File: src/rtl/pcgd_pkg.sv
`timescale 1ns / 1ps
`default_nettype none

package pcgd_pkg;

	// q16.16 constants
	localparam logic [16:0] Q_ONE        = 17'd65536;
	localparam logic [20:0] Q_HALF       = 21'd32768;
	localparam logic [31:0] Q_TWO_PI     = 32'd411775;
	localparam logic [31:0] MUL_INV10    = 32'd6554;
	localparam logic [31:0] MUL_INV120   = 32'd546;
	localparam logic [31:0] US_PER_S     = 32'd1000000;
	localparam logic [31:0] US_HALF      = 32'd500000;
	localparam logic [31:0] EXP_CUTOFF   = 32'(23 * 65536);
	localparam logic [3:0]  MAX_HALVINGS = 4'd10;
	localparam logic [31:0] SAT_MAX      = 32'h7fff_ffff;
	localparam logic [63:0] NYQ_LIM      = 64'd500000 * 64'd65536;

	// reciprocal of one million, 2^51 / 10^6 truncated
	localparam logic [31:0] RCP_1E6      = 32'd2251799813;

	// serial divider size
	localparam int DIV_W  = 52;
	localparam int DIV_CW = $clog2(DIV_W + 1);
	localparam logic [DIV_W-1:0] DIV_LIM = 52'd2147483647 * 52'd1000000;

	// result status codes
	localparam logic [1:0] STS_OK      = 2'd0;
	localparam logic [1:0] STS_INVALID = 2'd1;
	localparam logic [1:0] STS_RANGE   = 2'd2;

	// datapath micro-operations
	typedef enum logic [4:0] {
		OP_NONE,
		OP_LOAD,
		OP_CHK,
		OP_OMEGA,
		OP_NYQ,
		OP_ROL,
		OP_LIMQ,
		OP_PPLO,
		OP_PPHI,
		OP_RCP,
		OP_QEST,
		OP_QFIX,
		OP_EXP0,
		OP_HALVE,
		OP_PX2,
		OP_PX3,
		OP_PT2,
		OP_PT3,
		OP_PSUM,
		OP_PDIV,
		OP_PRES,
		OP_SQ,
		OP_SQW,
		OP_EXPEND,
		OP_ARGBDIV,
		OP_POLES,
		OP_RB,
		OP_KPDIV,
		OP_KP,
		OP_KI
	} op_t;

	typedef struct packed {
		op_t        op;
		logic       fin;
		logic [1:0] code;
	} cmd_t;

	typedef struct packed {
		logic invalid;
		logic nyq_fail;
		logic big;
		logic triv;
		logic halve;
		logic n_zero;
		logic which_b;
		logic pole_bad;
		logic div_done;
	} stat_t;

endpackage

`default_nettype wire

File: src/rtl/pcgd_div.sv
`timescale 1ns / 1ps
`default_nettype none

module pcgd_div (
	input  wire logic                       clk,
	input  wire logic                       arst_n,
	input  wire logic                       start,
	input  wire logic [pcgd_pkg::DIV_W-1:0] dividend,
	input  wire logic [31:0]                divisor,
	output logic                            done,
	output logic [pcgd_pkg::DIV_W-1:0]      quot
);
	import pcgd_pkg::*;

	logic [31:0]       rem_q;
	logic [31:0]       den_q;
	logic [DIV_W-1:0]  q_q;
	logic [DIV_CW-1:0] cnt_q;
	logic              busy_q;
	logic              done_q;
	logic [32:0]       rem_sh;
	logic [32:0]       diff;
	logic              ge;

	// one restoring step
	always_comb begin
		rem_sh = {rem_q, q_q[DIV_W-1]};
		diff   = rem_sh - {1'b0, den_q};
		ge     = rem_sh >= {1'b0, den_q};
	end

	// control
	always_ff @(posedge clk or negedge arst_n) begin
		if (!arst_n) begin
			busy_q <= 1'b0;
			done_q <= 1'b0;
			cnt_q  <= '0;
		end else begin
			done_q <= 1'b0;
			if (start) begin
				busy_q <= 1'b1;
				cnt_q  <= DIV_CW'(DIV_W);
			end else if (busy_q) begin
				cnt_q <= cnt_q - 1'b1;
				if (cnt_q == DIV_CW'(1)) begin
					busy_q <= 1'b0;
					done_q <= 1'b1;
				end
			end
		end
	end

	// remainder and quotient shift
	always_ff @(posedge clk) begin
		if (start) begin
			rem_q <= '0;
			den_q <= divisor;
			q_q   <= dividend;
		end else if (busy_q) begin
			rem_q <= ge ? diff[31:0] : rem_sh[31:0];
			q_q   <= {q_q[DIV_W-2:0], ge};
		end
	end

	assign done = done_q;
	assign quot = q_q;

endmodule

`default_nettype wire

File: src/rtl/pcgd_datapath.sv
`timescale 1ns / 1ps
`default_nettype none

module pcgd_datapath (
	input  wire logic                 clk,
	input  wire logic                 arst_n,
	input  wire pcgd_pkg::cmd_t       cmd,
	output pcgd_pkg::stat_t           stat,
	input  wire logic signed [31:0]   resistance,
	input  wire logic signed [31:0]   inductance,
	input  wire logic [19:0]          period_us,
	input  wire logic signed [31:0]   bandwidth,
	input  wire logic signed [31:0]   voltage_max,
	output logic [1:0]                status,
	output logic signed [31:0]        gain_p,
	output logic signed [31:0]        gain_i,
	output logic signed [31:0]        windup_limit,
	output logic [16:0]               plant_pole,
	output logic [16:0]               target_pole,
	output logic                      design_valid
);
	import pcgd_pkg::*;

	function automatic logic [31:0] sat52(input logic [DIV_W-1:0] v);
		sat52 = (|v[DIV_W-1:31]) ? SAT_MAX : v[31:0];
	endfunction

	function automatic logic [31:0] sat48(input logic [47:0] v);
		sat48 = (|v[47:31]) ? SAT_MAX : v[31:0];
	endfunction

	// request registers
	logic signed [31:0] r_q, l_q, bw_q, vm_q;
	logic [19:0]        ts_q;

	// working registers
	logic [31:0]       omega_q;
	logic [DIV_W-1:0]  rol_q, limq_q;
	logic [63:0]       acc_q;
	logic [63:0]       mul_p_q;
	logic [31:0]       arg_q;
	logic [DIV_W-1:0]  num_q;
	logic [21:0]       qest_q;
	logic [20:0]       y_q;
	logic [3:0]        n_q;
	logic [15:0]       x2_q, x3_q, t2_q, t3_q;
	logic [16:0]       e_q, alpha_q, beta_q;
	logic              which_q;
	logic [31:0]       rb_q, kp_q, ki_q;

	logic [31:0]       mul_a, mul_b;
	logic              div_start;
	logic [DIV_W-1:0]  div_num;
	logic [31:0]       div_den;
	logic              div_done;
	logic [DIV_W-1:0]  quot;
	logic [17:0]       pnum, pden;
	logic [16:0]       oma, omb;
	logic [DIV_W-1:0]  rem;
	logic              ok;

	pcgd_div u_div (
		.clk      (clk),
		.arst_n   (arst_n),
		.start    (div_start),
		.dividend (div_num),
		.divisor  (div_den),
		.done     (div_done),
		.quot     (quot)
	);

	// pade terms, pole complements, remainder of the division by one million
	always_comb begin
		pnum = 18'(Q_ONE) + 18'(t2_q) - 18'(y_q >> 1) - 18'(t3_q);
		pden = 18'(Q_ONE) + 18'(y_q >> 1) + 18'(t2_q) + 18'(t3_q);
		oma  = Q_ONE - alpha_q;
		omb  = Q_ONE - beta_q;
		rem  = num_q - mul_p_q[DIV_W-1:0];
		ok   = cmd.code == STS_OK;
	end

	// status flags
	always_comb begin
		stat.invalid  = (r_q <= 32'sd0) || (l_q <= 32'sd0) || (ts_q == '0) ||
		                (bw_q <= 32'sd0) || (vm_q <= 32'sd0);
		stat.nyq_fail = mul_p_q >= NYQ_LIM;
		stat.big      = rol_q > limq_q;
		stat.triv     = (arg_q == '0) || (arg_q >= EXP_CUTOFF);
		stat.halve    = (y_q > Q_HALF) && (n_q <= MAX_HALVINGS);
		stat.n_zero   = n_q == '0;
		stat.which_b  = which_q;
		stat.pole_bad = (alpha_q == '0) || (alpha_q >= Q_ONE) ||
		                (beta_q == '0) || (beta_q >= Q_ONE);
		stat.div_done = div_done;
	end

	// multiplier operands and divider launch
	always_comb begin
		mul_a     = '0;
		mul_b     = '0;
		div_start = 1'b0;
		div_num   = '0;
		div_den   = '0;
		case (cmd.op)
			OP_CHK: begin
				mul_a = Q_TWO_PI;
				mul_b = bw_q;
			end
			OP_OMEGA: begin
				mul_a = bw_q;
				mul_b = 32'(ts_q);
			end
			OP_NYQ: begin
				div_start = !stat.nyq_fail;
				div_num   = DIV_W'({r_q, 16'h0000});
				div_den   = l_q;
			end
			OP_ROL: begin
				div_start = 1'b1;
				div_num   = DIV_LIM;
				div_den   = 32'(ts_q);
			end
			OP_LIMQ: begin
				mul_a = rol_q[31:0];
				mul_b = 32'(ts_q);
			end
			OP_PPLO: begin
				mul_a = 32'(rol_q[DIV_W-1:32]);
				mul_b = 32'(ts_q);
			end
			OP_RCP: begin
				mul_a = 32'(num_q[40:10]);
				mul_b = RCP_1E6;
			end
			OP_QEST: begin
				mul_a = 32'(mul_p_q[62:41]);
				mul_b = US_PER_S;
			end
			OP_PX2: begin
				mul_a = 32'(y_q);
				mul_b = 32'(y_q);
			end
			OP_PX3: begin
				mul_a = 32'(mul_p_q[31:16]);
				mul_b = 32'(y_q);
			end
			OP_PT2: begin
				mul_a = 32'(x2_q);
				mul_b = MUL_INV10;
			end
			OP_PT3: begin
				mul_a = 32'(x3_q);
				mul_b = MUL_INV120;
			end
			OP_PDIV: begin
				div_start = 1'b1;
				div_num   = DIV_W'({pnum, 16'h0000}) + DIV_W'(pden >> 1);
				div_den   = 32'(pden);
			end
			OP_SQ: begin
				mul_a = 32'(e_q);
				mul_b = 32'(e_q);
			end
			OP_EXPEND: begin
				mul_a = omega_q;
				mul_b = 32'(ts_q);
			end
			OP_POLES: begin
				mul_a = r_q;
				mul_b = 32'(omb);
			end
			OP_RB: begin
				mul_a = mul_p_q[47:16];
				mul_b = US_PER_S;
			end
			OP_KPDIV: begin
				div_start = 1'b1;
				div_num   = DIV_W'({rb_q, 16'h0000}) + DIV_W'(oma >> 1);
				div_den   = 32'(oma);
			end
			OP_KP: begin
				div_start = 1'b1;
				div_num   = acc_q[DIV_W-1:0] + DIV_W'(ts_q >> 1);
				div_den   = 32'(ts_q);
			end
			default: begin
				mul_a = '0;
			end
		endcase
	end

	// shared multiplier, registered product
	always_ff @(posedge clk) begin
		mul_p_q <= 64'(mul_a) * 64'(mul_b);
	end

	// working register updates
	always_ff @(posedge clk) begin
		case (cmd.op)
			OP_LOAD: begin
				r_q     <= resistance;
				l_q     <= inductance;
				ts_q    <= period_us;
				bw_q    <= bandwidth;
				vm_q    <= voltage_max;
				which_q <= 1'b0;
			end
			OP_OMEGA:  omega_q <= sat48(mul_p_q[63:16]);
			OP_ROL:    rol_q   <= quot;
			OP_LIMQ:   limq_q  <= quot;
			OP_PPLO:   acc_q   <= mul_p_q;
			OP_PPHI: begin
				if (stat.big) begin
					arg_q <= SAT_MAX;
				end else begin
					num_q <= DIV_W'(acc_q + {mul_p_q[31:0], 32'h0} + 64'(US_HALF));
				end
			end
			OP_QEST:   qest_q <= mul_p_q[62:41];
			// quotient estimate is low by at most one; beyond 2^41 the exponential is zero
			OP_QFIX: begin
				arg_q <= (|num_q[DIV_W-1:41]) ? SAT_MAX :
				         32'(qest_q) + {31'd0, rem >= DIV_W'(US_PER_S)};
			end
			OP_EXP0: begin
				if (stat.triv) begin
					e_q <= (arg_q == '0) ? Q_ONE : '0;
				end else begin
					y_q <= 21'(arg_q);
					n_q <= '0;
				end
			end
			OP_HALVE: begin
				if (stat.halve) begin
					y_q <= y_q >> 1;
					n_q <= n_q + 1'b1;
				end
			end
			OP_PX3:    x2_q <= mul_p_q[31:16];
			OP_PT2:    x3_q <= mul_p_q[31:16];
			OP_PT3:    t2_q <= mul_p_q[31:16];
			OP_PSUM:   t3_q <= mul_p_q[31:16];
			OP_PRES:   e_q  <= quot[16:0];
			OP_SQW: begin
				e_q <= mul_p_q[32:16];
				n_q <= n_q - 1'b1;
			end
			OP_EXPEND: begin
				if (!which_q) begin
					alpha_q <= e_q;
					which_q <= 1'b1;
				end else begin
					beta_q <= e_q;
				end
			end
			OP_ARGBDIV: num_q <= DIV_W'(mul_p_q + 64'(US_HALF));
			OP_RB:     rb_q  <= mul_p_q[47:16];
			OP_KPDIV:  acc_q <= mul_p_q;
			OP_KP:     kp_q  <= sat52(quot);
			OP_KI:     ki_q  <= sat52(quot);
			default: begin
				which_q <= which_q;
			end
		endcase
	end

	// result register, zeroed on error
	always_ff @(posedge clk) begin
		if (cmd.fin) begin
			status       <= cmd.code;
			gain_p       <= ok ? kp_q : '0;
			gain_i       <= ok ? ki_q : '0;
			windup_limit <= ok ? vm_q : '0;
			plant_pole   <= ok ? alpha_q : '0;
			target_pole  <= ok ? beta_q : '0;
			design_valid <= ok;
		end
	end

endmodule

`default_nettype wire

File: src/rtl/pcgd_ctrl.sv
`timescale 1ns / 1ps
`default_nettype none

module pcgd_ctrl (
	input  wire logic            clk,
	input  wire logic            arst_n,
	input  wire logic            in_valid,
	output logic                 in_ready,
	output logic                 out_valid,
	input  wire logic            out_ready,
	input  wire pcgd_pkg::stat_t stat,
	output pcgd_pkg::cmd_t       cmd
);
	import pcgd_pkg::*;

	typedef enum logic [3:0] {
		S_IDLE = 4'b0001,
		S_RUN  = 4'b0010,
		S_WAIT = 4'b0100,
		S_FIN  = 4'b1000
	} state_t;

	state_t     state_q, state_d;
	op_t        op_q, op_d;
	logic [1:0] code_q, code_d;
	logic       ov_q;
	logic       can_fin;

	// sequencer
	always_comb begin
		state_d  = state_q;
		op_d     = op_q;
		code_d   = code_q;
		cmd.op   = OP_NONE;
		cmd.fin  = 1'b0;
		cmd.code = code_q;
		can_fin  = !ov_q || out_ready;
		case (state_q)
			S_IDLE: begin
				if (in_valid) begin
					cmd.op  = OP_LOAD;
					op_d    = OP_CHK;
					state_d = S_RUN;
				end
			end
			S_RUN: begin
				cmd.op = op_q;
				case (op_q)
					OP_CHK: begin
						if (stat.invalid) begin
							code_d  = STS_INVALID;
							state_d = S_FIN;
						end else begin
							op_d = OP_OMEGA;
						end
					end
					OP_OMEGA: op_d = OP_NYQ;
					OP_NYQ: begin
						if (stat.nyq_fail) begin
							code_d  = STS_RANGE;
							state_d = S_FIN;
						end else begin
							op_d    = OP_ROL;
							state_d = S_WAIT;
						end
					end
					OP_ROL: begin
						op_d    = OP_LIMQ;
						state_d = S_WAIT;
					end
					OP_LIMQ: op_d = OP_PPLO;
					OP_PPLO: op_d = OP_PPHI;
					OP_PPHI: op_d = stat.big ? OP_EXP0 : OP_RCP;
					OP_RCP:  op_d = OP_QEST;
					OP_QEST: op_d = OP_QFIX;
					OP_QFIX: op_d = OP_EXP0;
					OP_EXP0: op_d = stat.triv ? OP_EXPEND : OP_HALVE;
					OP_HALVE: begin
						if (!stat.halve) begin
							op_d = OP_PX2;
						end
					end
					OP_PX2:  op_d = OP_PX3;
					OP_PX3:  op_d = OP_PT2;
					OP_PT2:  op_d = OP_PT3;
					OP_PT3:  op_d = OP_PSUM;
					OP_PSUM: op_d = OP_PDIV;
					OP_PDIV: begin
						op_d    = OP_PRES;
						state_d = S_WAIT;
					end
					OP_PRES:    op_d = OP_SQ;
					OP_SQ:      op_d = stat.n_zero ? OP_EXPEND : OP_SQW;
					OP_SQW:     op_d = OP_SQ;
					OP_EXPEND:  op_d = stat.which_b ? OP_POLES : OP_ARGBDIV;
					OP_ARGBDIV: op_d = OP_RCP;
					OP_POLES: begin
						if (stat.pole_bad) begin
							code_d  = STS_RANGE;
							state_d = S_FIN;
						end else begin
							op_d = OP_RB;
						end
					end
					OP_RB: op_d = OP_KPDIV;
					OP_KPDIV: begin
						op_d    = OP_KP;
						state_d = S_WAIT;
					end
					OP_KP: begin
						op_d    = OP_KI;
						state_d = S_WAIT;
					end
					OP_KI: begin
						code_d  = STS_OK;
						state_d = S_FIN;
					end
					default: begin
						state_d = S_IDLE;
					end
				endcase
			end
			S_WAIT: begin
				if (stat.div_done) begin
					state_d = S_RUN;
				end
			end
			S_FIN: begin
				if (can_fin) begin
					cmd.fin = 1'b1;
					state_d = S_IDLE;
				end
			end
			default: begin
				state_d = S_IDLE;
			end
		endcase
	end

	// state and output valid
	always_ff @(posedge clk or negedge arst_n) begin
		if (!arst_n) begin
			state_q <= S_IDLE;
			op_q    <= OP_NONE;
			code_q  <= STS_OK;
			ov_q    <= 1'b0;
		end else begin
			state_q <= state_d;
			op_q    <= op_d;
			code_q  <= code_d;
			if (cmd.fin) begin
				ov_q <= 1'b1;
			end else if (out_ready) begin
				ov_q <= 1'b0;
			end
		end
	end

	assign in_ready  = state_q == S_IDLE;
	assign out_valid = ov_q;

endmodule

`default_nettype wire

File: src/rtl/pi_current_gain_designer.sv
// PI current-loop gain designer, matched pole-zero tuning in q16.16.
// Slave stream: one transfer carries a design request (resistance,
// inductance, loop period in microseconds, bandwidth, voltage limit).
// Master stream: one transfer per request with the status, Kp, Ki, the
// windup limit and both poles; error results carry zeroed gains.
// Requests are handled one at a time. A full design runs six divisions
// on a 52-step serial restoring divider, plus up to six halvings and six
// squarings per exponential on one shared 32x32 multiplier; the two
// divisions by one million use a reciprocal multiply and one correction
// step. Invalid arguments finish right after the argument check, a
// Nyquist failure after the Nyquist check, a pole out of range after
// both exponentials.
// The result sits in an output register; a new request is taken while it
// waits, and the block holds at its finish step until the receiver takes
// the previous result, so a stalled receiver only delays completion.
// Reset clears the sequencer and the output valid; no request or result
// survives it.
`timescale 1ns / 1ps
`default_nettype none

module pi_current_gain_designer (
	input  wire logic         clk,
	input  wire logic         arst_n,
	input  wire logic         s_axis_tvalid,
	output logic              s_axis_tready,
	// resistance[31:0], inductance[63:32], period_us[83:64],
	// bandwidth[115:84], voltage_max[147:116], zero fill[151:148]
	input  wire logic [151:0] s_axis_tdata,
	output logic              m_axis_tvalid,
	input  wire logic         m_axis_tready,
	// status[1:0], gain_p[33:2], gain_i[65:34], windup_limit[97:66],
	// plant_pole[114:98], target_pole[131:115], design_valid[132],
	// zero fill[135:133]
	output logic [135:0]      m_axis_tdata
);
	import pcgd_pkg::*;

	cmd_t               cmd;
	stat_t              stat;
	logic [1:0]         status;
	logic signed [31:0] gain_p, gain_i, windup_limit;
	logic [16:0]        plant_pole, target_pole;
	logic               design_valid;

	pcgd_ctrl u_ctrl (
		.clk       (clk),
		.arst_n    (arst_n),
		.in_valid  (s_axis_tvalid),
		.in_ready  (s_axis_tready),
		.out_valid (m_axis_tvalid),
		.out_ready (m_axis_tready),
		.stat      (stat),
		.cmd       (cmd)
	);

	pcgd_datapath u_dp (
		.clk          (clk),
		.arst_n       (arst_n),
		.cmd          (cmd),
		.stat         (stat),
		.resistance   (s_axis_tdata[31:0]),
		.inductance   (s_axis_tdata[63:32]),
		.period_us    (s_axis_tdata[83:64]),
		.bandwidth    (s_axis_tdata[115:84]),
		.voltage_max  (s_axis_tdata[147:116]),
		.status       (status),
		.gain_p       (gain_p),
		.gain_i       (gain_i),
		.windup_limit (windup_limit),
		.plant_pole   (plant_pole),
		.target_pole  (target_pole),
		.design_valid (design_valid)
	);

	// result packing
	assign m_axis_tdata = {3'b000, design_valid, target_pole, plant_pole,
	                       windup_limit, gain_i, gain_p, status};

endmodule

`default_nettype wire
File: config.mk
export PLATFORM = sky130hd
export DESIGN_NAME = pi_current_gain_designer
export DESIGN_NICKNAME = d
export VERILOG_FILES = /design/src/rtl/pcgd_pkg.sv /design/src/rtl/pcgd_div.sv /design/src/rtl/pcgd_datapath.sv /design/src/rtl/pcgd_ctrl.sv /design/src/rtl/pi_current_gain_designer.sv
export SDC_FILE = /design/constraint.sdc
export NUM_CORES = 2
export LEC_CHECK = 0
export BUFFER_PORTS_ARGS = -buffer_cell sky130_fd_sc_hd__buf_2
export CORE_MARGIN = 2
export CORE_UTILIZATION = 35
export DETAILED_ROUTE_END_ITERATION = 10
export PLACE_DENSITY = 0.53
export RECOVER_POWER = 100
export SLEW_MARGIN = 20
export SYNTH_ARGS = -nofsm -noshare
export SYNTH_HDL_FRONTEND = slang
export SYNTH_SLANG_ARGS = --single-unit
export TNS_END_PERCENT = 30
File: constraint.sdc
create_clock -name clk -period 23.3 [get_ports clk]
set_input_delay 3.495 -clock clk [delete_from_list [all_inputs] [get_ports clk]]
set_output_delay 3.495 -clock clk [all_outputs]
set_load 0.03 [all_outputs]
==> impl_metrics.toml <==
[global_route]
grt_use_met3_pct = 7.92
grt_use_met1_pct = 35.3
antenna_found_initial = 27
grt_max_degree = 107
grt_pass1_wl_um = 459000
grt.total_usage_pct = 26.8
grt_pass1_vias = 63600
grtUsageMet2_pct = 39.7
grt_overflow = 0
gr-max-usage-layer = "met2"

[clock_network]
clk_latency_ns = 0.82
clockBufferDepth = 3
clkSlewWorstSetupHoldPaths_ns = 0.06
cts_max_level = 3
cts_root_buf = "clkbuf_16"
cts_setup_buffers = 0
cts_num_sinks = 1004
cts_tree = "yes"
ctsResizeCount = 0
cts_made_buffers = 114
postCtsHoldBufs = 0

[synth]
synthDistinctLibCells = 91
netlist_area_um2 = 82300
yosys.area.top_type_share_pct = 32.4
synth_edf_count = 888
synth_warnings = 0
synth_async_sr_flop_share_pct = 1.99
synthTopCellsByArea = "edfxtp_1 32%, fa_1 23%, ha_1 7.4%, inv_1 5.5%, nand2_1 3.6%"
ys_ff_latch = 1004
syn_area_per_cell_um2 = 10.3
synth_flop_cell = "edfxtp_1"
synth_top_area_cell = "edfxtp_1"
ys_seq_area_share_pct = 35.4
synth_cells = 7967

[power]
peakVddDrop_uv = 67.5
p_sw_uw = 1770
p_sw_share_pct = 32.7
comb_power_share_pct = 26.9
p_clk_share_pct = 34.9
seq_power_share_pct = 38.2
p_per_area_nw_per_um2 = 58.5
p_leak_uw = 0.0383
p_int_uw = 3630

[setup_path]
crit_slowest_cell = "clkbuf_1"
cp.arrival_ns = 19.48
worstPathRequired_ns = 23.96
cp-end-kind = "flip-flop"
path_class = "in2reg"
cpMostUsedCell = "fa_1"
critical_path.max_fanout = 61
max_stage_delay_ns = 2.84
cp-start-kind = "input port"

[hold_path]
hold_path.class = "reg2reg"

[drt]
vias_per_cell = 5.49
ant_nets = 0
wirelength_um = 324000
dr.pass1.iters = 8
vias = 63900
wl_per_cell_um = 27.8
drc = 0
drt_iter0_drc = 6738

[flow_run]
drv_cap = 45

[sta]
rsz0062_at_grt = "false"
fin_crit_sh_pct = 80.7
clock.fmax_mhz = 53.2
worst_hold_slack_ns = 0.479
maxSlewHeadroom_pct = -161
clock-skew-final_ns = 0.0916
hold_viol_final = 0
tightest_slew_ns = 3.92
finalSetupViolCount = 0
slew_viol_final = 1592
min_period_ns = 18.81
setup_tns_ns = 0

[layout]
fin_area_um2 = 92100
fin_nets = 9974
area_delta_synth_final_pct = 12.0
post-route-util_pct = 39.5
post_route_cells_drive_above_1_share_pct = 7.05
final_cell_mix = "1201 x inv_1, 932 x fa_1, 888 x edfxtp_1"
layout_commonest_cell = "inv_1"

[placed_design]
hpwl_um = 253000
postPlaceCellArea_um2 = 88800
place.gp.congestion = 1.03
port_buffers = 286

[floorplanning]
rows = 177
initial_core_util_pct = 35.3
io_pins = 294
die_h_um = 489
die_w_um = 489
die_area_um2 = 239000
core_region_area_um2 = 233000

[run_status]
status = "finished with violations"
violations = "max-capacitance violations, max-slew violations"
-- final cells by class --
type / instances / area (µm²)
tap: 3132 / 3920
timing repair buffer: 488 / 2490
inverter: 1266 / 4750
multi-input combinational: 5525 / 48000
clock buffer: 141 / 3010
clock inverter: 75 / 858
antenna: 10 / 25.0
fill: 23000 / 141000
sequential: 1004 / 29100
-- metrics by stage --
stage	setup WS, ns	power (µW)	std cells
detailed placement	7.66	3520	11400
global placement	7.28	3520	11400
global route	3.89	5650	11600
finish	4.49	5390	11600
CTS	8.45	5410	11600
floorplan	9.06	3070	8123
-- state kept, by name (all words and copies together), names as in the netlist, 52 cells and up --
signal / flops
u_dp.acc_q: 52
u_dp.limq_q: 52
u_dp.mul_p_q: 64
u_dp.num_q: 52
u_dp.rol_q: 52
u_dp.u_div.quot: 52
-- layer usage --
layer	up-vias	routed length, µm
met4	10	21600
met2	3508	136000
met5	-	114
met3	793	37500
met1	32200	128000
li1	27400	-
-- worst max-delay path, delay by kind of cell --
kind	cells	cell delay [ns]
xor+xnor	1	0.20
compound gates	11	3.55
buf+inv	8	5.81
fa+ha+maj	9	4.63
simple gates	7	1.70
-- cells in the mapped netlist (31+ instances only) --
cell type / n
nor3_1: 87
o21ai_1: 97
nor2_1: 710
nor4_1: 78
a221oi_1: 65
inv_2: 66
buf_2: 40
o21a_1: 36
fa_1: 932
nand4_1: 105
nor2b_1: 34
clkbuf_1: 264
xor2_1: 127
a211oi_1: 43
a21o_1: 129
and3_1: 79
ha_1: 487
inv_1: 1200
dfxtp_1: 96
a22oi_1: 53
a221o_1: 47
nand3_1: 119
o21bai_1: 31
xnor2_1: 210
edfxtp_1: 888
nand2b_1: 64
and2_1: 167
o21ai_0: 123
a21oi_1: 370
nand2_1: 787
a22o_1: 31
-- cells by family (layout without fill, tap and decap cells) --
logic type	after synthesis	count (layout)	share of synthesized area (%)
xor gates and xnor gates	337	337	3.59
and+or+nand+nor	2311	2311	12.9
AOI/OAI and AO/OA	1246	1246	10.0
other	2	168	0.00913
buffers and inverters	1594	1970	7.36
DFF	1004	1004	35.4
muxes	54	54	0.703
adders and majority gates	1419	1419	30.1
-- worst paths after layout --
kind                                       from              endpoint  slack, ns  cells after the start
setup / recovery                  s_axis_tvalid      u_dp.mul_p_q[56]       4.49                     36
hold / removal             u_dp.u_div.rem_q[18]  u_dp.u_div.rem_q[18]       0.48                      2
max in group asynchronous                arst_n        u_ctrl.op_q[4]      19.70                      1
min in group asynchronous                arst_n        u_ctrl.op_q[4]       2.87                      1
hold reg to reg            u_dp.u_div.rem_q[18]  u_dp.u_div.rem_q[18]       0.48                      2
setup reg to reg                 u_ctrl.op_q[2]      u_dp.mul_p_q[56]       6.40                     35
-- power by group through the flow --
stage                     Clock, µW  Combinational, µW  Sequential, µW
after CTS                      1910               1450            2050
final                          1880               1450            2060
after floorplan                   0               1010            2060
after detailed placement          0               1420            2090
after global routing           1970               1620            2060
after global placement            0               1430            2090
(Power assumes the default switching activity.)
